`src/rtl/dwp_pkg.sv`:
```
// dwp_pkg: shared types, constants and the speed profile function for the
// dual wheel distance/speed profiler; no dependencies
package dwp_pkg;

	// one control tick, both wheels
	typedef struct packed {
		logic signed [15:0] left_target;
		logic signed [15:0] left_request;
		logic signed [15:0] left_count;
		logic signed [15:0] right_target;
		logic signed [15:0] right_request;
		logic signed [15:0] right_count;
	} tick_t;

	// one result per tick
	typedef struct packed {
		logic signed [15:0] left_drive;
		logic signed [15:0] right_drive;
		logic signed [15:0] left_remaining;
		logic signed [15:0] right_remaining;
	} result_t;

	// per-wheel lane output
	typedef struct packed {
		logic signed [15:0] drive;
		logic signed [15:0] remaining;
	} lane_out_t;

	// profile thresholds and speeds
	localparam logic [16:0] MAG_NEAR  = 17'd10;
	localparam logic [16:0] MAG_MID   = 17'd25;
	localparam logic [16:0] MAG_FAR   = 17'd100;
	localparam logic [16:0] MAG_CAP   = 17'd300;
	localparam logic [8:0]  SPD_NEAR  = 9'd30;
	localparam logic [8:0]  SPD_MID   = 9'd50;
	localparam logic [8:0]  SPD_FAR   = 9'd100;
	localparam logic [8:0]  SPD_CAP   = 9'd300;

	// stepped speed from |rem|, or |rem| itself up to MAG_CAP; target's sign
	function automatic logic signed [15:0] profile_speed(
		input logic [15:0] rem,
		input logic        neg
	);
		logic [16:0] ext;
		logic [16:0] mag;
		logic [8:0]  spd;
		ext = {rem[15], rem};
		mag = rem[15] ? (~ext + 17'd1) : ext;
		if (mag == 17'd0)
			spd = 9'd0;
		else if (mag < MAG_NEAR)
			spd = SPD_NEAR;
		else if (mag < MAG_MID)
			spd = SPD_MID;
		else if (mag < MAG_FAR)
			spd = SPD_FAR;
		else if (mag < MAG_CAP)
			spd = mag[8:0];
		else
			spd = SPD_CAP;
		profile_speed = neg ? (16'sd0 - signed'({7'd0, spd})) : signed'({7'd0, spd});
	endfunction

endpackage

```
`src/rtl/dual_wheel_distance_speed_profiler_unit.sv`:
```
// dual_wheel_distance_speed_profiler_unit: top level, two wheel lanes and the
// merged result register; depends on dwp_pkg, dwp_lane, dwp_out_buf
//
//   channel | valid       | stall       | payload
//   --------+-------------+-------------+------------------------
//   tick    | tick_valid  | tick_stall  | tick   (dwp_pkg::tick_t)
//   prof    | prof_valid  | prof_stall  | prof   (dwp_pkg::result_t)
//
// a tick transaction is taken every cycle while tick_stall is low
// the result is registered in prof, or first in the skid entry while prof is stalled
// both lanes update their per-wheel state in the accept cycle, so ticks may
// follow back to back
// reset clears last target, start count and remaining distance of both wheels
// tick_stall rises only once a result is held in the skid entry behind a
// stalled output, i.e. two results are waiting
module dual_wheel_distance_speed_profiler_unit (
	input  logic             clk,
	input  logic             arst_n,
	input  logic             tick_valid,
	output logic             tick_stall,
	input  dwp_pkg::tick_t   tick,
	output logic             prof_valid,
	input  logic             prof_stall,
	output dwp_pkg::result_t prof
);

	logic               accept;
	logic               buf_full;
	dwp_pkg::lane_out_t left_res;
	dwp_pkg::lane_out_t right_res;
	dwp_pkg::result_t   merged;

	// accept whenever the skid entry is free
	assign tick_stall = buf_full;
	assign accept     = tick_valid && !buf_full;

	// left wheel lane
	dwp_lane u_left (
		.clk     (clk),
		.arst_n  (arst_n),
		.en      (accept),
		.target  (tick.left_target),
		.request (tick.left_request),
		.count   (tick.left_count),
		.res     (left_res)
	);

	// right wheel lane
	dwp_lane u_right (
		.clk     (clk),
		.arst_n  (arst_n),
		.en      (accept),
		.target  (tick.right_target),
		.request (tick.right_request),
		.count   (tick.right_count),
		.res     (right_res)
	);

	// merge the two lanes into one result
	always_comb begin
		merged.left_drive      = left_res.drive;
		merged.right_drive     = right_res.drive;
		merged.left_remaining  = left_res.remaining;
		merged.right_remaining = right_res.remaining;
	end

	dwp_out_buf u_out (
		.clk    (clk),
		.arst_n (arst_n),
		.push   (accept),
		.din    (merged),
		.full   (buf_full),
		.valid  (prof_valid),
		.stall  (prof_stall),
		.dout   (prof)
	);

`ifndef SYNTHESIS
	// an accepted tick always leaves a result waiting next cycle
	a_accept_gives_result: assert property (@(posedge clk) disable iff (!arst_n)
		accept |=> prof_valid)
		else $error("accepted tick produced no result");

	// the skid entry only fills behind a stalled output
	a_skid_behind_out: assert property (@(posedge clk) disable iff (!arst_n)
		tick_stall |-> prof_valid && $past(prof_stall))
		else $error("skid entry full without a stalled output");

	// left remainder never crosses to the opposite sign of a nonnegative target
	a_left_clamp: assert property (@(posedge clk) disable iff (!arst_n)
		(accept && !tick.left_target[15]) |-> !left_res.remaining[15])
		else $error("left remainder has wrong sign");
`endif

endmodule

```
`src/rtl/dwp_lane.sv`:
```
// dwp_lane: one wheel's distance tracker and speed selector with its state
// depends on dwp_pkg
module dwp_lane (
	input  logic               clk,
	input  logic               arst_n,
	input  logic               en,
	input  logic signed [15:0] target,
	input  logic signed [15:0] request,
	input  logic signed [15:0] count,
	output dwp_pkg::lane_out_t res
);

	logic [15:0] last_target_q;
	logic [15:0] start_count_q;
	logic [15:0] remaining_q;

	logic        changed;
	logic [15:0] start_n;
	logic [15:0] rem_load;
	logic [15:0] moved;
	logic [15:0] diff;
	logic [15:0] rem_n;

	always_comb begin
		changed  = target != last_target_q;
		start_n  = changed ? count : start_count_q;
		rem_load = changed ? target : remaining_q;
		moved    = count - start_n;
		diff     = target - moved;
		rem_n    = rem_load;
		if (rem_load != 16'd0) begin
			// clamp at zero toward the sign of the target
			if (!target[15])
				rem_n = diff[15] ? 16'd0 : diff;
			else
				rem_n = (!diff[15] && diff != 16'd0) ? 16'd0 : diff;
		end
		res.remaining = signed'(rem_n);
		res.drive     = (request != 16'sd0) ? request
			: dwp_pkg::profile_speed(rem_n, target[15]);
	end

	always_ff @(posedge clk or negedge arst_n) begin
		if (!arst_n) begin
			last_target_q <= '0;
			start_count_q <= '0;
			remaining_q   <= '0;
		end else if (en) begin
			last_target_q <= target;
			start_count_q <= start_n;
			remaining_q   <= rem_n;
		end
	end

endmodule

```
`src/rtl/dwp_out_buf.sv`:
```
// dwp_out_buf: merged result register with a skid entry behind it
// depends on dwp_pkg
module dwp_out_buf (
	input  logic             clk,
	input  logic             arst_n,
	input  logic             push,
	input  dwp_pkg::result_t din,
	output logic             full,
	output logic             valid,
	input  logic             stall,
	output dwp_pkg::result_t dout
);

	logic             out_valid_q;
	logic             skid_valid_q;
	dwp_pkg::result_t out_q;
	dwp_pkg::result_t skid_q;
	logic             free;

	assign free  = !out_valid_q || !stall;
	assign full  = skid_valid_q;
	assign valid = out_valid_q;
	assign dout  = out_q;

	always_ff @(posedge clk or negedge arst_n) begin
		if (!arst_n) begin
			out_valid_q  <= 1'b0;
			skid_valid_q <= 1'b0;
		end else if (free) begin
			out_valid_q  <= skid_valid_q || push;
			skid_valid_q <= 1'b0;
		end else if (push) begin
			skid_valid_q <= 1'b1;
		end
	end

	always_ff @(posedge clk) begin
		if (free) begin
			if (skid_valid_q)
				out_q <= skid_q;
			else if (push)
				out_q <= din;
		end else if (push) begin
			skid_q <= din;
		end
	end

endmodule

```
`config.mk`:
```
export PLATFORM = sky130hd
export DESIGN_NAME = dual_wheel_distance_speed_profiler_unit
export DESIGN_NICKNAME = d
export VERILOG_FILES = /design/src/rtl/dwp_pkg.sv /design/src/rtl/dual_wheel_distance_speed_profiler_unit.sv /design/src/rtl/dwp_lane.sv /design/src/rtl/dwp_out_buf.sv
export SDC_FILE = /design/constraint.sdc
export NUM_CORES = 1
export LEC_CHECK = 0
export BUFFER_PORTS_ARGS = -buffer_cell sky130_fd_sc_hd__buf_2
export CORE_UTILIZATION = 42
export DETAILED_ROUTE_END_ITERATION = 12
export PLACE_DENSITY_LB_ADDON = 0.1
export REMOVE_ABC_BUFFERS = 1
export SLEW_MARGIN = 20
export SYNTH_ARGS = -nofsm -noshare
export SYNTH_HDL_FRONTEND = slang
export SYNTH_SLANG_ARGS = --single-unit
```
`constraint.sdc`:
```
create_clock -name clk -period 21.3 [get_ports clk]
set_input_delay 4.26 -clock clk [delete_from_list [all_inputs] [get_ports clk]]
set_output_delay 4.26 -clock clk [all_outputs]
set_load 0.03 [all_outputs]
```
# After elaboration in Yosys (flattened, before gate mapping)

Cells that the tools add are included.

Register bits after elaboration: 226
Input bits: 100
Output and inout bits: 66
Logic and storage cells: 91

Add/subtract/negate cells: 8
Magnitude comparators: 8
Eq/ne operators: 2
Multiplexer cells: 32
Bitwise operators: 3
Reduce and logical (&&, ||, !) cells: 22

Operators by type and width:

| kind                  | count |
|---|---|
| $mux 16               | 14 |
| $mux 64               | 2 |
| $reduce_bool 16->1    | 6 |
| $mux 9                | 10 |
| $sub 16x16->16        | 4 |
| $add 17x1->17 const B | 2 |
| $logic_not 17->1      | 2 |
| $lt 17x4->1 const B   | 2 |
| $lt 17x5->1 const B   | 2 |
| $lt 17x7->1 const B   | 2 |
| $lt 17x9->1 const B   | 2 |
| $mux 17               | 2 |
| $not 17->17           | 2 |
| $ne 16x16->1          | 2 |
| $mux 15               | 2 |
| $sub 1x9->10 const A  | 2 |
| $logic_not 1->1       | 5 |
| $reduce_and 2->1      | 2 |
| $reduce_bool 2->1     | 2 |
| $logic_and 1x1->1     | 3 |
| $logic_or 1x1->1      | 2 |
| $mux 1                | 2 |
| $not 1->1             | 1 |

# Depth between registers and ports, before layout

Word-level depth: 23
Gate-level depth with buffers: 41
Depth with buffers taken out: 36

# Hierarchy

A second synthesis with hierarchy kept.

Cells, all modules: 1,304
Area, all modules: 14,654.1 um2

Modules (own cells, without submodules):

| module                                  | times used | cells an instance | area an instance (um2) | seq. area each (um2) |
|---|---|---|---|---|
| dwp_lane at u_right                     | 1          | 559               | 4,936.0                | 1,201.2 |
| dwp_lane at u_left                      | 1          | 539               | 4,921.0                | 1,201.2 |
| dwp_out_buf                             | 1          | 205               | 4,783.3                | 3,893.7 |
| dual_wheel_distance_speed_profiler_unit | 1          | 1                 | 13.8                   | 0.0 |

# Worst setup path after synthesis

No wires, ideal clock.

Path type: in2reg
Start: input tick[47] (netlist bit)
End: register u_out.out_q (netlist bit u_out.dout[38]), data pin
Setup time: 260 ps
Arrival: 12,384 ps
Slack: 8,656 ps
Stages: 39
Cells stage by stage: buf_2 > xor2_1 > nor4_1 > nand4_1 > buf_2 > buf_1 > mux2i_1 > fa_1 > inv_1 > ha_1 > nor2b_1 > o21ai_0 > or3b_2 > a211oi_2 > and2_1 > nand4_1 > or4_1 > nand2_1 > (+3 left out) > nand2_1 > a211oi_1 > o2111ai_1 > nor2b_1 > a31oi_1 > mux2_2 > a311o_1 > a31o_2 > clkbuf_1 > nand2_1 > nor3_1 > or2_2 > ha_1 > o2111ai_1 > o41ai_1 > xnor2_1 > a21o_1 > mux2_2

RTL lines:

| item                 | line                                          | source |
|---|---|---|
| start, declared      | dual_wheel_distance_speed_profiler_unit.sv:21 | `input dwp_pkg::tick_t tick,` |
| end signal, assigned | dwp_out_buf.sv:40                             | `out_q <= skid_q;` |
| end signal, assigned | dwp_out_buf.sv:42                             | `out_q <= din;` |
| end, declared        | dwp_out_buf.sv:16                             | `dwp_pkg::result_t out_q;` |

==> reports/results.ini <==
[logic_synthesis]
synth_warnings = 0
synthFlopType = edfxtp_1
synthArstFlopShare_pct = 43.4
synth.distinct_cells = 90
ys_seq_area_share_pct = 43.9
synth-seq-cells = 226
synth_edf_count = 128
syn_area_mm2 = 0.0144
synth_cells = 1485
syn_area_per_cell_um2 = 9.66

[run]
drv_cap = 0

[timing]
fin_skew_ps = 12.5
maxSlewHeadroom_pct = 31.7
slew_violations = 0
period_share_pct = 63.0
setup_viol = 0
clock.fmax_mhz = 74.5
worstMarginPinSlew_ps = 1020
hold_violations = 0
rsz0062_at_grt = false
setup_tns_ps = 0
fin_crit_ps = 13430

[power]
clock_power_share_pct = 28.1
p_leak_uw = 0.00739
seqPwrFrac_pct = 32.3
powerDensity_mw_per_mm2 = 107
pwr-share-comb_pct = 39.6
intPower_uw = 1100
p_switching_uw = 674
vdd.ir_drop.worst_uv = 64.4
finalPower_uw = 1770
swShare_pct = 38.0

[route]
dr.pass1.iters = 5
routed_wl_mm = 37.1
wl_per_cell_um = 17.7
antenna_left = 0
route.detailed.drc = 0
via_count = 11379
drtIter0Drc = 798
viasPerCell = 5.43

[global_routing]
grt_pass1_vias = 10539
overflow = 0
antenna_found_initial = 0
grt.total_usage_pct = 21.0
grt_max_degree = 122
grt_pass1_wl_mm = 59.1

[setup_path]
cp_max_fo = 18
worstPathRequired_ps = 21590
crit_path_end_kind = register
critical_path_class = input pin to register
critPathLaunchType = input pin
slowest_stage = nand4_1
crit_arrival_ps = 13720
max_stage_delay_ps = 610
cpMostUsedCell = nand2_1

[clock_tree]
insertion_delay_ps = 550
cts_max_path_buffers = 3
cts.sinks = 226
clkTransAtPathRegs_ps = 60
ctsHoldBuffers = 0
htree_levels = 1
post-cts-setup-buffers = 0
cts_root_buf = clkbuf_16
numCtsBuffers = 27
cts_resized = 0
cts_tree = done

[finish]
n_antenna_cell = 0
fin_util_pct = 49.3
num-nets-final = 1794
syn_to_final_growth_pct = 15.4
multi_input_area_mm2 = 0.00735
drive_above_1_share_pct = 18.4
nFillCells = 3212
fin_cells = 2097
register_area_mm2 = 0.00630

[floorplanning]
initial_utilization_pct = 42.7
die_w_um = 187
dieHeight_um = 187
die-area_mm2 = 0.0349
core_mm2 = 0.0336
io_pins = 166
row_count = 67

[placement]
place.gp.congestion = 0.903
io_buffers = 165
dp_hpwl_mm = 27.5
placed_cells = 2047

[hold_path]
hold_class = register to register

[run_status]
status = completed

[path summary, 6_finish.rpt]
kind                       cells past startpoint                       to                      from  slack (ps)
max in group asynchronous                      2   u_right.remaining_q[0]                    arst_n       16360
hold reg to reg                                2  u_left.start_count_q[5]   u_left.start_count_q[5]         480
setup reg to reg                              31           u_out.dout[56]  u_left.last_target_q[12]       11340
min in group asynchronous                      1  u_left.start_count_q[0]                    arst_n        3720
hold / removal                                 2  u_left.start_count_q[5]   u_left.start_count_q[5]         480
setup / recovery                              36           u_out.dout[38]                  tick[47]        7870
[placed cells by master, fill, tap and decap left out, types with 8 or more instances in the layout]
master	Yosys	routed
fa_1	30	30
nor4_1	38	38
a21oi_1	45	44
a31oi_1	10	10
or2_2	21	21
mux2_2	35	35
xor2_1	44	44
nand4_1	18	18
nor2b_1	8	8
nand2_1	215	214
ha_1	36	36
a211oi_1	12	12
inv_1	128	128
and3_1	11	11
and2_1	10	10
o21ai_0	148	148
nor3_1	27	27
dfrtp_1	98	97
nand3_1	20	20
o21a_1	10	10
nor2_1	58	57
buf_4	0	12
nand2b_1	21	21
xnor2_1	31	31
clkbuf_16	0	28
o211a_1	9	9
o211ai_1	13	13
a21o_1	31	31
mux2i_1	33	33
edfxtp_1	128	128
o31ai_1	8	8
buf_2	8	164
[worst max-delay path, delay by kind of cell]
kind | cells | cell delay (ps)
AOI/OAI and AO/OA | 13 | 3820
xor gates and xnor gates | 3 | 550
adders and majority gates | 4 | 1190
buffers and inverters | 3 | 860
muxes | 3 | 710
and+or+nand+nor | 10 | 2280
[layer usage]
metal	vias up	share of wire, %	track usage [%]
met4	0	1.8	4.60
met2	284	42	30.7
li1	5625	-	-
met3	42	4.5	2.57
met1	5428	52	32.9
met5	-	0	0
[synthesized netlist by cell type (5+ instances only)]
cell | count | area share [%]
a21o_1 | 31 | 1.6
nand2b_1 | 21 | 0.92
nor2_1 | 58 | 1.5
mux2i_1 | 33 | 2.3
a311oi_1 | 5 | 0.31
o211a_1 | 9 | 0.63
mux2_2 | 35 | 2.7
nor4_1 | 38 | 1.7
buf_2 | 8 | 0.28
and3_1 | 11 | 0.48
a211oi_1 | 12 | 0.63
a21oi_1 | 45 | 1.6
xnor2_1 | 31 | 1.9
o21bai_1 | 5 | 0.26
fa_1 | 30 | 4.2
and2_1 | 10 | 0.44
or2_2 | 21 | 0.92
a31oi_1 | 10 | 0.44
nand2_1 | 215 | 5.6
o211ai_1 | 13 | 0.68
o22ai_1 | 5 | 0.22
o21a_1 | 10 | 0.52
or4_1 | 5 | 0.26
a31o_2 | 5 | 0.31
nor3_1 | 27 | 0.94
o31ai_1 | 8 | 0.42
and4_1 | 7 | 0.43
o31a_1 | 5 | 0.31
nand4_1 | 18 | 0.78
edfxtp_1 | 128 | 27
dfrtp_1 | 98 | 17
xor2_1 | 44 | 2.7
nand3_1 | 20 | 0.70
o21ai_0 | 148 | 5.2
nor2b_1 | 8 | 0.35
ha_1 | 36 | 3.1
inv_1 | 128 | 3.3
buf_1 | 8 | 0.21
clkbuf_1 | 45 | 1.2
or3_1 | 7 | 0.31
[power by group through the flow]
| stage | Clock, uW | Sequential (uW) | Combinational (uW) |
|---|---|---|---|
| 3_3_place_gp | 0 | 580 | 691 |
| 2_1_floorplan | 0 | 614 | 471 |
| 5_1_grt | 528 | 580 | 775 |
| 6_report | 499 | 573 | 702 |
| 3_5_place_dp | 0 | 582 | 694 |
| 4_1_cts | 513 | 574 | 698 |
[per-stage QoR]
step	setup WS, ps	instance area (um2)	hold slack [ps]
3_3_place_gp	7380	15600	463
3_5_place_dp	7370	15600	470
4_1_cts	7930	16600	483
6_report	7870	16600	477
5_1_grt	7060	16600	498
2_1_floorplan	8580	14100	447
[final cells by class]
type / instances / share of cell area, %
clock inverters: 14 / 1.24
well taps: 448 / 3.38
multi-input cells: 1068 / 44.3
flip-flops and latches: 226 / 38.0
inverters: 129 / 2.92
clock buffers: 36 / 4.59
repair buffers: 176 / 5.50
[sequential cells by signal, summed over array words and instances, names as in the netlist, 16 cells and up]
name                   count
u_right.remaining_q       16
u_out.skid_q              64
u_right.last_target_q     16
u_left.remaining_q        16
u_left.last_target_q      16
u_out.dout                64
u_right.start_count_q     16
u_left.start_count_q      16
[cell families (layout without fill, tap and decap cells)]
logic type	Yosys count	in the layout	share of synthesized area, %
simple gates	484	484	16.5
compound gates	373	373	17.4
flops	226	226	43.9
buf+inv	191	355	5.12
xor+xnor	76	76	4.69
mux	69	69	5.15
fa+ha+maj	66	66	7.32
Power figures use the tool's default switching activity.
